<file path="config.mk">
export PLATFORM = sky130hd
export DESIGN_NAME = matrix_multiply_engine_core
export DESIGN_NICKNAME = d
export VERILOG_FILES = /design/src/rtl/core/mme_pkg.sv /design/src/rtl/core/mme_mac.sv /design/src/rtl/core/matrix_multiply_engine_core.sv
export SDC_FILE = /design/constraint.sdc
export NUM_CORES = 2
export LEC_CHECK = 0
export ABC_AREA = 1
export BUFFER_PORTS_ARGS = -buffer_cell sky130_fd_sc_hd__buf_2
export CAP_MARGIN = 20
export CORE_MARGIN = 1
export CORE_UTILIZATION = 55
export CTS_CLUSTER_DIAMETER = 150
export CTS_CLUSTER_SIZE = 30
export DETAILED_ROUTE_END_ITERATION = 7
export PLACE_DENSITY = 0.84
export SLEW_MARGIN = 30
export SYNTH_ARGS = -nofsm -noshare
export SYNTH_HDL_FRONTEND = slang
export SYNTH_HIERARCHICAL = 1
export SYNTH_SLANG_ARGS = --single-unit
</file>
<file path="constraint.sdc">
create_clock -name clk_i -period 4.85 [get_ports clk_i]
set_input_delay 0.485 -clock clk_i [delete_from_list [all_inputs] [get_ports clk_i]]
set_output_delay 0.485 -clock clk_i [all_outputs]
set_load 0.05 [all_outputs]
</file>
<file path="src/rtl/core/mme_pkg.sv">
// Shared constants, types and helpers for the matrix multiply engine.
// Used by mme_mac and matrix_multiply_engine_core; depends on nothing.
package mme_pkg;

  // Sizing
  localparam int MAX_DIM  = 8;
  localparam int ELEM_W   = 16;
  localparam int IN_W     = 16;
  localparam int OUT_W    = 35;
  localparam int DIM_W    = 4;
  localparam int DEPTH    = MAX_DIM * MAX_DIM;
  localparam int IDX_W    = $clog2(MAX_DIM);
  localparam int CNT_W    = $clog2(MAX_DIM + 1);
  localparam int ADDR_W   = $clog2(DEPTH);
  localparam int PROD_W   = 2 * ELEM_W;
  localparam int ACC_RAW  = PROD_W + $clog2(MAX_DIM) + 1;
  localparam int ACC_W    = (ACC_RAW > OUT_W) ? ACC_RAW : OUT_W + 1;

  // Configuration register indexes
  localparam int CFG_IDX_W = 2;
  localparam logic [CFG_IDX_W-1:0] CFG_ROWS_A    = 2'd0;
  localparam logic [CFG_IDX_W-1:0] CFG_INNER_DIM = 2'd1;
  localparam logic [CFG_IDX_W-1:0] CFG_COLS_B    = 2'd2;
  localparam logic [DIM_W-1:0]     DIM_RESET     = 4'd8;

  // Control from the sequencer to the MAC unit
  typedef struct packed {
    logic valid;  // operands on the MAC inputs are live
    logic clear;  // zero the accumulator
  } mac_ctrl_t;

  // Zero counts as 1, anything above MAX_DIM counts as MAX_DIM
  function automatic logic [CNT_W-1:0] clamp_dim(input logic [DIM_W-1:0] v);
    logic [CNT_W-1:0] r;
    if (v == '0) begin
      r = CNT_W'(1);
    end else if (v > DIM_W'(MAX_DIM)) begin
      r = CNT_W'(MAX_DIM);
    end else begin
      r = CNT_W'(v);
    end
    return r;
  endfunction

  // Store address of (row, col) in a MAX_DIM x MAX_DIM layout
  function automatic logic [ADDR_W-1:0] elem_addr(input logic [IDX_W-1:0] row,
                                                  input logic [IDX_W-1:0] col);
    return ADDR_W'(row) * ADDR_W'(MAX_DIM) + ADDR_W'(col);
  endfunction

  // Counter sits on the last position of a dimension
  function automatic logic at_end(input logic [IDX_W-1:0] cnt,
                                  input logic [CNT_W-1:0] dim);
    return (CNT_W'(cnt) + CNT_W'(1)) == dim;
  endfunction

endpackage

</file>
<file path="src/rtl/core/mme_mac.sv">
// Shared multiply-accumulate unit: registered product, wide exact sum,
// saturated view of the sum at the output width. Depends on mme_pkg.
module mme_mac (
  input  logic                              clk_i,
  input  logic                              rst_ni,
  input  mme_pkg::mac_ctrl_t                ctrl_i,
  input  logic signed [mme_pkg::ELEM_W-1:0] a_i,
  input  logic signed [mme_pkg::ELEM_W-1:0] b_i,
  output logic                              busy_o,
  output logic signed [mme_pkg::OUT_W-1:0]  result_o
);
  import mme_pkg::*;

  localparam logic signed [ACC_W-1:0] SAT_MAX =
    {{(ACC_W - OUT_W + 1){1'b0}}, {(OUT_W - 1){1'b1}}};
  localparam logic signed [ACC_W-1:0] SAT_MIN =
    {{(ACC_W - OUT_W + 1){1'b1}}, {(OUT_W - 1){1'b0}}};

  logic signed [PROD_W-1:0] prod_q;
  logic                     prod_valid_q;
  logic signed [ACC_W-1:0]  acc_q;

  // Product stage valid
  always_ff @(posedge clk_i or negedge rst_ni) begin
    if (!rst_ni) begin
      prod_valid_q <= 1'b0;
    end else begin
      prod_valid_q <= ctrl_i.valid;
    end
  end

  // Multiply, then accumulate
  always_ff @(posedge clk_i) begin
    prod_q <= a_i * b_i;
    if (ctrl_i.clear) begin
      acc_q <= '0;
    end else if (prod_valid_q) begin
      acc_q <= acc_q + ACC_W'(prod_q);
    end
  end

  assign busy_o = prod_valid_q;

  // Clamp to the output range
  always_comb begin
    if (acc_q > SAT_MAX) begin
      result_o = OUT_W'(SAT_MAX);
    end else if (acc_q < SAT_MIN) begin
      result_o = OUT_W'(SAT_MIN);
    end else begin
      result_o = OUT_W'(acc_q);
    end
  end

endmodule

</file>
<file path="src/rtl/core/matrix_multiply_engine_core.sv">
// Top level of the integer matrix multiply engine: element load, stores,
// dot-product sequencer and output register. Depends on mme_pkg, mme_mac.
//
//   channel  | direction | handshake               | payload
//   ---------+-----------+-------------------------+--------------------------
//   in       | in        | in_valid_i / in_stall_o | element_value_i
//   out      | out       | out_valid_o/ out_stall_i| product_value_o, is_last_o
//   cfg      | in        | cfg_valid_i/ cfg_ready_o| cfg_index_i, cfg_data_i
//
// Elements of A and B are loaded in row order, A first. The word completing B
// starts the products: each of the rows_a x cols_b results is computed on the
// single shared MAC (read, multiply, accumulate), one result at a time.
// Inputs and configuration are held off while products are computed, and a
// configuration word stalls the input. A stall on the output only delays the
// next dot product. Reset restores 8x8x8 and an empty load; the stores are
// not cleared.
module matrix_multiply_engine_core (
  input  logic                                 clk_i,
  input  logic                                 rst_ni,
  // element input
  input  logic                                 in_valid_i,
  output logic                                 in_stall_o,
  input  logic signed [mme_pkg::IN_W-1:0]      element_value_i,
  // result output
  output logic                                 out_valid_o,
  input  logic                                 out_stall_i,
  output logic signed [mme_pkg::OUT_W-1:0]     product_value_o,
  output logic                                 is_last_o,
  // configuration writes
  input  logic                                 cfg_valid_i,
  output logic                                 cfg_ready_o,
  input  logic [mme_pkg::CFG_IDX_W-1:0]        cfg_index_i,
  input  logic [mme_pkg::DIM_W-1:0]            cfg_data_i
);
  import mme_pkg::*;

  typedef enum logic [1:0] {
    ST_LOAD,
    ST_MAC,
    ST_DRAIN
  } state_e;

  state_e             state_q;
  logic [CNT_W-1:0]   rows_a_q, inner_dim_q, cols_b_q;
  logic               phase_b_q;
  logic [IDX_W-1:0]   ld_row_q, ld_col_q;
  logic [IDX_W-1:0]   r_q, c_q, k_q;
  logic               rd_valid_q;
  logic               out_valid_q;
  logic signed [OUT_W-1:0] product_q;
  logic               is_last_q;

  logic signed [ELEM_W-1:0] mem_a [DEPTH];
  logic signed [ELEM_W-1:0] mem_b [DEPTH];
  logic signed [ELEM_W-1:0] a_rd_q, b_rd_q;

  logic               in_acc, cfg_we, cfg_hit;
  logic [CNT_W-1:0]   row_lim, col_lim;
  logic               col_end, row_end, load_done;
  logic signed [ELEM_W-1:0] elem;
  logic [ADDR_W-1:0]  wr_addr, rd_addr_a, rd_addr_b;
  logic               issue, out_free, emit, last_res;
  mac_ctrl_t          mac_ctrl;
  logic               mac_busy;
  logic signed [OUT_W-1:0] mac_result;

  // Handshakes
  assign in_stall_o  = (state_q != ST_LOAD) || cfg_valid_i;
  assign cfg_ready_o = (state_q == ST_LOAD);
  assign in_acc      = in_valid_i && !in_stall_o;
  assign cfg_we      = cfg_valid_i && cfg_ready_o;
  assign cfg_hit     = cfg_we && ((cfg_index_i == CFG_ROWS_A) ||
                                  (cfg_index_i == CFG_INNER_DIM) ||
                                  (cfg_index_i == CFG_COLS_B));

  // Load position: A is rows_a x inner_dim, B is inner_dim x cols_b
  assign row_lim   = phase_b_q ? inner_dim_q : rows_a_q;
  assign col_lim   = phase_b_q ? cols_b_q    : inner_dim_q;
  assign col_end   = at_end(ld_col_q, col_lim);
  assign row_end   = at_end(ld_row_q, row_lim);
  assign load_done = phase_b_q && col_end && row_end;
  assign elem      = ELEM_W'(element_value_i);
  assign wr_addr   = elem_addr(ld_row_q, ld_col_q);

  // Dot-product sequencing
  assign issue     = (state_q == ST_MAC);
  assign rd_addr_a = elem_addr(r_q, k_q);
  assign rd_addr_b = elem_addr(k_q, c_q);
  assign out_free  = !out_valid_q || !out_stall_i;
  assign emit      = (state_q == ST_DRAIN) && !rd_valid_q && !mac_busy && out_free;
  assign last_res  = at_end(r_q, rows_a_q) && at_end(c_q, cols_b_q);

  assign mac_ctrl.valid = rd_valid_q;
  assign mac_ctrl.clear = (state_q == ST_LOAD) || emit;

  // Element stores
  always_ff @(posedge clk_i) begin
    if (in_acc && !cfg_we && !phase_b_q) begin
      mem_a[wr_addr] <= elem;
    end
    if (in_acc && !cfg_we && phase_b_q) begin
      mem_b[wr_addr] <= elem;
    end
    a_rd_q <= mem_a[rd_addr_a];
    b_rd_q <= mem_b[rd_addr_b];
  end

  mme_mac u_mac (
    .clk_i    (clk_i),
    .rst_ni   (rst_ni),
    .ctrl_i   (mac_ctrl),
    .a_i      (a_rd_q),
    .b_i      (b_rd_q),
    .busy_o   (mac_busy),
    .result_o (mac_result)
  );

  // Sequencer, configuration and output register
  always_ff @(posedge clk_i or negedge rst_ni) begin
    if (!rst_ni) begin
      state_q     <= ST_LOAD;
      rows_a_q    <= clamp_dim(DIM_RESET);
      inner_dim_q <= clamp_dim(DIM_RESET);
      cols_b_q    <= clamp_dim(DIM_RESET);
      phase_b_q   <= 1'b0;
      ld_row_q    <= '0;
      ld_col_q    <= '0;
      r_q         <= '0;
      c_q         <= '0;
      k_q         <= '0;
      rd_valid_q  <= 1'b0;
      out_valid_q <= 1'b0;
      product_q   <= '0;
      is_last_q   <= 1'b0;
    end else begin
      rd_valid_q <= issue;
      // word taken and nothing new behind it
      if (out_valid_q && !out_stall_i && !emit) begin
        out_valid_q <= 1'b0;
      end
      unique case (state_q)
        ST_LOAD: begin
          if (cfg_we) begin
            case (cfg_index_i)
              CFG_ROWS_A:    rows_a_q    <= clamp_dim(cfg_data_i);
              CFG_INNER_DIM: inner_dim_q <= clamp_dim(cfg_data_i);
              CFG_COLS_B:    cols_b_q    <= clamp_dim(cfg_data_i);
              default:       ;
            endcase
            if (cfg_hit) begin
              phase_b_q <= 1'b0;
              ld_row_q  <= '0;
              ld_col_q  <= '0;
            end
          end else if (in_acc) begin
            if (col_end) begin
              ld_col_q <= '0;
              if (row_end) begin
                ld_row_q  <= '0;
                phase_b_q <= !phase_b_q;
              end else begin
                ld_row_q <= ld_row_q + IDX_W'(1);
              end
            end else begin
              ld_col_q <= ld_col_q + IDX_W'(1);
            end
            if (load_done) begin
              state_q <= ST_MAC;
              r_q     <= '0;
              c_q     <= '0;
              k_q     <= '0;
            end
          end
        end
        ST_MAC: begin
          if (at_end(k_q, inner_dim_q)) begin
            k_q     <= '0;
            state_q <= ST_DRAIN;
          end else begin
            k_q <= k_q + IDX_W'(1);
          end
        end
        ST_DRAIN: begin
          if (emit) begin
            out_valid_q <= 1'b1;
            product_q   <= mac_result;
            is_last_q   <= last_res;
            if (last_res) begin
              state_q <= ST_LOAD;
            end else begin
              state_q <= ST_MAC;
              if (at_end(c_q, cols_b_q)) begin
                c_q <= '0;
                r_q <= r_q + IDX_W'(1);
              end else begin
                c_q <= c_q + IDX_W'(1);
              end
            end
          end
        end
        default: state_q <= ST_LOAD;
      endcase
    end
  end

  assign out_valid_o     = out_valid_q;
  assign product_value_o = product_q;
  assign is_last_o       = is_last_q;

endmodule
</file>
Word-level counts from Yosys, hierarchy flattened --
Memory sizes are Yosys's and may differ from the RTL's. A register that Yosys moved wholly into a read port is not among the register bits. Index checks and enable logic that the tools add are counted.
Word-level totals: register bits 137, RAM bits 2048, bits of input ports 27, output and inout bits 39, word-level logic and storage cells 147, memories 2
Memories:
- mem_a | depth 64, bits a word 16, read ports 1, clocked after memory_dff 1, wr ports 1, RTL line matrix_multiply_engine_core.sv:53 | logic signed [ELEM_W-1:0] mem_a [DEPTH];
- mem_b | depth 64, bits a word 16, read ports 1, clocked after memory_dff 1, wr ports 1, RTL line matrix_multiply_engine_core.sv:54 | logic signed [ELEM_W-1:0] mem_b [DEPTH];
Cells by class: add/subtract/negate cells 14, multiply operators 1, magnitude comparators 3, eq/ne operators 17, multiplexer cells 46, reductions and logical operators 47
Operator list (count):
- 35-bit 2-to-1 mux | 2
- 3-bit 2-to-1 mux | 18
- 36-bit by 32-bit adder with 36-bit output | 1
- 36-bit by 35-bit > comparator with 1-bit output, second input constant | 1
- 36-bit by 35-bit less-than comparator with 1-bit output, second input constant | 1
- 16-bit by 16-bit multiplier with 32-bit output | 1
- 3-bit by 1-bit adder with 4-bit output, second input constant | 5
- 4-bit == test | 5
- 6-bit by 3-bit adder with 6-bit output | 3
- 3-bit case mux with 2 select lines | 3
- 4-bit 2-to-1 mux | 4
- 3-bit by 1-bit adder with 3-bit output, second input constant | 5
- 1-bit logical AND | 14
- 1-bit 2-to-1 mux | 13
- 3-bit AND reduction | 4
- 2-bit nonzero test | 6
- 2-bit 2-to-1 mux | 5
- 2-bit by 1-bit != test with 1-bit output, second input constant | 5
- 5-bit AND reduction | 2
- 1-bit zero test | 8
- 4-bit AND reduction | 2
- 7-bit AND reduction | 1
- 2-bit != test, second input constant | 3
- 2-bit case mux with 3 select lines | 1
- 8 further kinds | 15

Longest topological paths before layout --
word-level depth 9, mapped depth 26, depth with buffers taken out 24

Modules after synthesis --
Netlist, hierarchy kept.
Modules (own cells, without submodules):
- matrix_multiply_engine_core | times used 1, cells an instance 6955, area an instance 85574.6 um^2, seq. area each 63845.0 um^2
- mme_mac | times used 1, cells an instance 2081, area an instance 15214.6 um^2, seq. area each 1386.3 um^2

Worst setup path after synthesis --
OpenSTA, ideal clock, no wires.
path kind register to register, from register a_rd_q[15] (read register of mem_a), to register u_mac.prod_q[31], library setup time 0.124 ns, data arrival time 5.233 ns, data required time 4.726 ns, path slack -0.507 ns, cell stages (with the launch flop) 20, buffers on the path 1, clock period less this slack 5.357 ns, cells stage by stage dfxtp_1 -> clkbuf_1 -> nand2_1 -> inv_1 -> fa_1 -> fa_1 -> inv_1 -> fa_1 -> fa_1 -> fa_1 -> fa_1 -> inv_1 -> ha_1 -> nand2_1 -> nor2_1 -> o21ai_0 -> nand2_1 -> a31oi_1 -> nand2_1 -> xor2_1
On the way: word-level cells in the longest chain between the ends 1
RTL lines:
- from (decl) | RTL line matrix_multiply_engine_core.sv:55 | logic signed [ELEM_W-1:0] a_rd_q, b_rd_q;
- 16-bit by 16-bit multiplier with 32-bit output | RTL line mme_mac.sv:34 | prod_q <= a_i * b_i;
- to (signal assigned) | RTL line mme_mac.sv:34
- to (decl) | RTL line mme_mac.sv:19 | logic signed [PROD_W-1:0] prod_q;
Every way passes these cells. A chain may end at the register's enable or synchronous reset.

Worst setup path in the final report --
Same ends and word-level chain as after synthesis.

==> results.ini <==
[setup_path]
regToRegEndpoint=u_mac/prod_q[31]
crit_type=flip-flop to flip-flop
end_kind=flip-flop
worstPathCellList=nand2_2 > inv_1 > fa_2 > fa_2 > buf_12 > fa_1 > inv_1 > fa_1 > fa_1 > fa_1 > inv_1 > ha_4 > nand2_2 > nor3_4 > nand2_1 > nor3_2 > nand2_1 > nand2_1 > xor2_1
critPathLaunchType=flip-flop
ff2ff_path_depth=19
crit_arrival_ns=5.94
crit_top_cell=fa_1
max_stage_delay_ns=0.63
rr_startpoint=a_rd_q[15]
path_max_fanout=6
critPathRequiredTime_ns=5.56
reg2reg_slack_ns=-0.38
slowest_stage=fa_2

[floorplan]
row_count=156
die_area_sq_um=185000
fp.dieH_um=430
ios=66
design.core.area_sq_um=181000
start_util_pct=55.6
die_w_um=430

[sta]
period_share_pct=108
holdWs_ns=0.100
worst_pin_slew_ns=1.10
drv_slew=0
maxSlewHeadroom_pct=26.8
fin_crit_ns=5.23
setup_ws_ns=-0.381
fmax_mhz=191
clock_skew_ns=0.0350
final_hold_viol_count=0
rsz0062_at_grt=true
setup-violations-final=20

[final_layout]
area.growth.synth_to_final_pct=7.48
layout-drive-gt1-share_pct=9.04
fill_cells=13445
final_nets=9426

[clocking]
clk_pin_slew_ns=0.12
cts_buffer_depth=3
cts.root.buffer_cell=clkbuf_16
clkSinkCount=2217
htreeDepth=3
clk_latency_ns=0.79
tritoncts.num_buffers=84
cts_tree=yes

[logic_synthesis]
synth.most_common_cell=edfxtp_1
syn_inst=9036
netlist_area_sq_um=101000
avgSynthCellArea_sq_um=11.2
synth_ff_type=edfxtp_1
ys_seq_elements=2217
synth_edf_count=2048
yosysWarnings=6
syn_nets=9448
yosysTopAreaCell=edfxtp_1
ys_async_sr_fraction_pct=3.11
synth_area_leaders=edfxtp_1 61%, nand2_1 6.1%, fa_1 5.2%, o21ai_0 4.7%, nor2_1 4.5%
ys_seq_area_share_pct=64.7
netlist.area_leader.share_pct=61.0
synth_cell_types=56
ys_top_cells_by_count=2,048 x edfxtp_1, 1,643 x nand2_1, 1,196 x nor2_1

[global_route]
grt_pass1_vias=68911
antenna_found_initial=14
grt_pass1_wl_um=404000
track_usage_pct=28.6
grt-ovfl-total=0
grt_start_max_net_pins=231

[hold_path]
holdPathStages=3
hold_end=rows_a_q[0]
min_from=cfg_index_i[1]
hp-class=input port to flip-flop

[route]
routedWlPerCell_um=23.6
via_count=70369
drtIter0Drc=10686
viasPerCell=6.16
wirelength_um=270000
dr.pass1.iters=8
drc_errors=0
ant_nets=0

[placed_design]
gp_congestion=0.962
portBuffers=65
place_hpwl_um=167000

[run_status]
violations=setup timing
status=finished with violations

[flow_run]
drv_cap=0

-- through the flow --
stage | setup slack, ns | util (%) | cells | area [sq um] | setup TNS, ns
2_1_floorplan | -0.108 | - | 9036 | 101000 | -0.513
3_3_place_gp | -0.445 | 57.9 | 11274 | 105000 | -5.29
3_5_place_dp | -0.559 | 57.9 | 11275 | 105000 | -7.11
4_1_cts | -0.364 | 59.4 | 11416 | 108000 | -4.76
5_1_grt | -0.574 | 59.7 | 11429 | 108000 | -8.29
6_report | -0.381 | 59.7 | 11431 | 108000 | -4.94
-- how the worst max path moves through the flow --
stage               start  cells after the start  slack, ns                to
2_1_floorplan  a_rd_q[15]                     19      -0.11  u_mac/prod_q[31]
3_3_place_gp   a_rd_q[12]                     20      -0.45  u_mac/prod_q[30]
3_5_place_dp   a_rd_q[12]                     20      -0.56  u_mac/prod_q[30]
4_1_cts        a_rd_q[15]                     22      -0.36  u_mac/prod_q[28]
5_1_grt        a_rd_q[15]                     18      -0.57  u_mac/prod_q[31]
6_report       a_rd_q[15]                     19      -0.38  u_mac/prod_q[31]
-- cells in the final DEF, fill, tap and decap left out, drive strengths merged --
master / synthesis / final
a211oi: 2 / 2
a21boi: 4 / 4
a21o: 4 / 4
a21oi: 206 / 206
a31oi: 4 / 4
and2: 2 / 2
buf: 216 / 431
clkbuf: 325 / 118
clkinv: 1 / 4
clkinvlp: 0 / 1
dfrtp: 66 / 66
dfstp: 3 / 3
dfxtp: 100 / 100
diode: 0 / 5
dlygate4sd3: 0 / 2
edfxtp: 2048 / 2048
fa: 263 / 263
ha: 122 / 122
inv: 693 / 699
mux2i: 1 / 1
nand2: 1660 / 1660
nand3: 450 / 450
nand3b: 2 / 2
nand4: 22 / 22
nor2: 1218 / 1218
nor3: 31 / 31
nor4: 3 / 3
o211ai: 1 / 1
o21a: 4 / 4
o21ai: 1040 / 1040
o21bai: 10 / 10
o22ai: 469 / 469
o31ai: 1 / 1
or2: 7 / 7
xnor2: 20 / 20
xor2: 38 / 38
-- per-layer routing --
layer / GRT usage [%] / part of all wire, %
met5: 0 / 0.030
met4: 17.0 / 6.5
met3: 4.83 / 12
met2: 46.3 / 47
met1: 36.5 / 35
-- what timing repair did --
item                       in CTS  in global routing
hold buffers                    2                  0
pin swaps                      38                 48
setup endpoints to repair      22                 21
gates cloned                    0                  0
resized for setup              85                117
setup buffers                  13                 12
hold endpoints to repair       68                  0
-- worst max-delay path, delay by kind of cell, from the launching register on --
kind | cells | cell delay (ns)
xor+xnor | 1 | 0.15
fa+ha+maj | 7 | 3.44
buf+inv | 4 | 0.36
flops | 1 | 0.41
simple gates | 7 | 0.80
-- final cells by class --
| class | instances | area [sq um] | share of cell area (%) |
|---|---|---|---|
| timing repair buffer | 433 | 3660 | 3.38 |
| multi-input combinational | 5584 | 31400 | 28.9 |
| clock inverter | 10 | 92.6 | 0.0855 |
| antenna | 5 | 12.5 | 0.0115 |
| tap | 2370 | 2970 | 2.74 |
| inverter | 694 | 2650 | 2.45 |
| clock buffer | 118 | 2270 | 2.10 |
| sequential | 2217 | 65300 | 60.3 |
-- registers in the layout, indices dropped and copies added, names as in the netlist, 4 cells and up --
register / count
a_rd_q: 16
b_rd_q: 16
cols_b_q: 4
inner_dim_q: 4
mem_a: 1024
mem_b: 1024
product_value_o: 35
rows_a_q: 4
u_mac/acc_q: 36
u_mac/prod_q: 32
-- kinds of logic after synthesis --
| group | share of synthesized area (%) |
|---|---|
| compound gates | 9.38 |
| xor+xnor | 0.504 |
| fa+ha+maj | 6.74 |
| buf+inv | 5.08 |
| flops | 64.7 |
| mux | 0.00993 |
| simple gates | 13.6 |
Power is left out: the tool's default activity adds up to more than one toggle a clock period on the data nets, which glitch-free logic cannot reach.
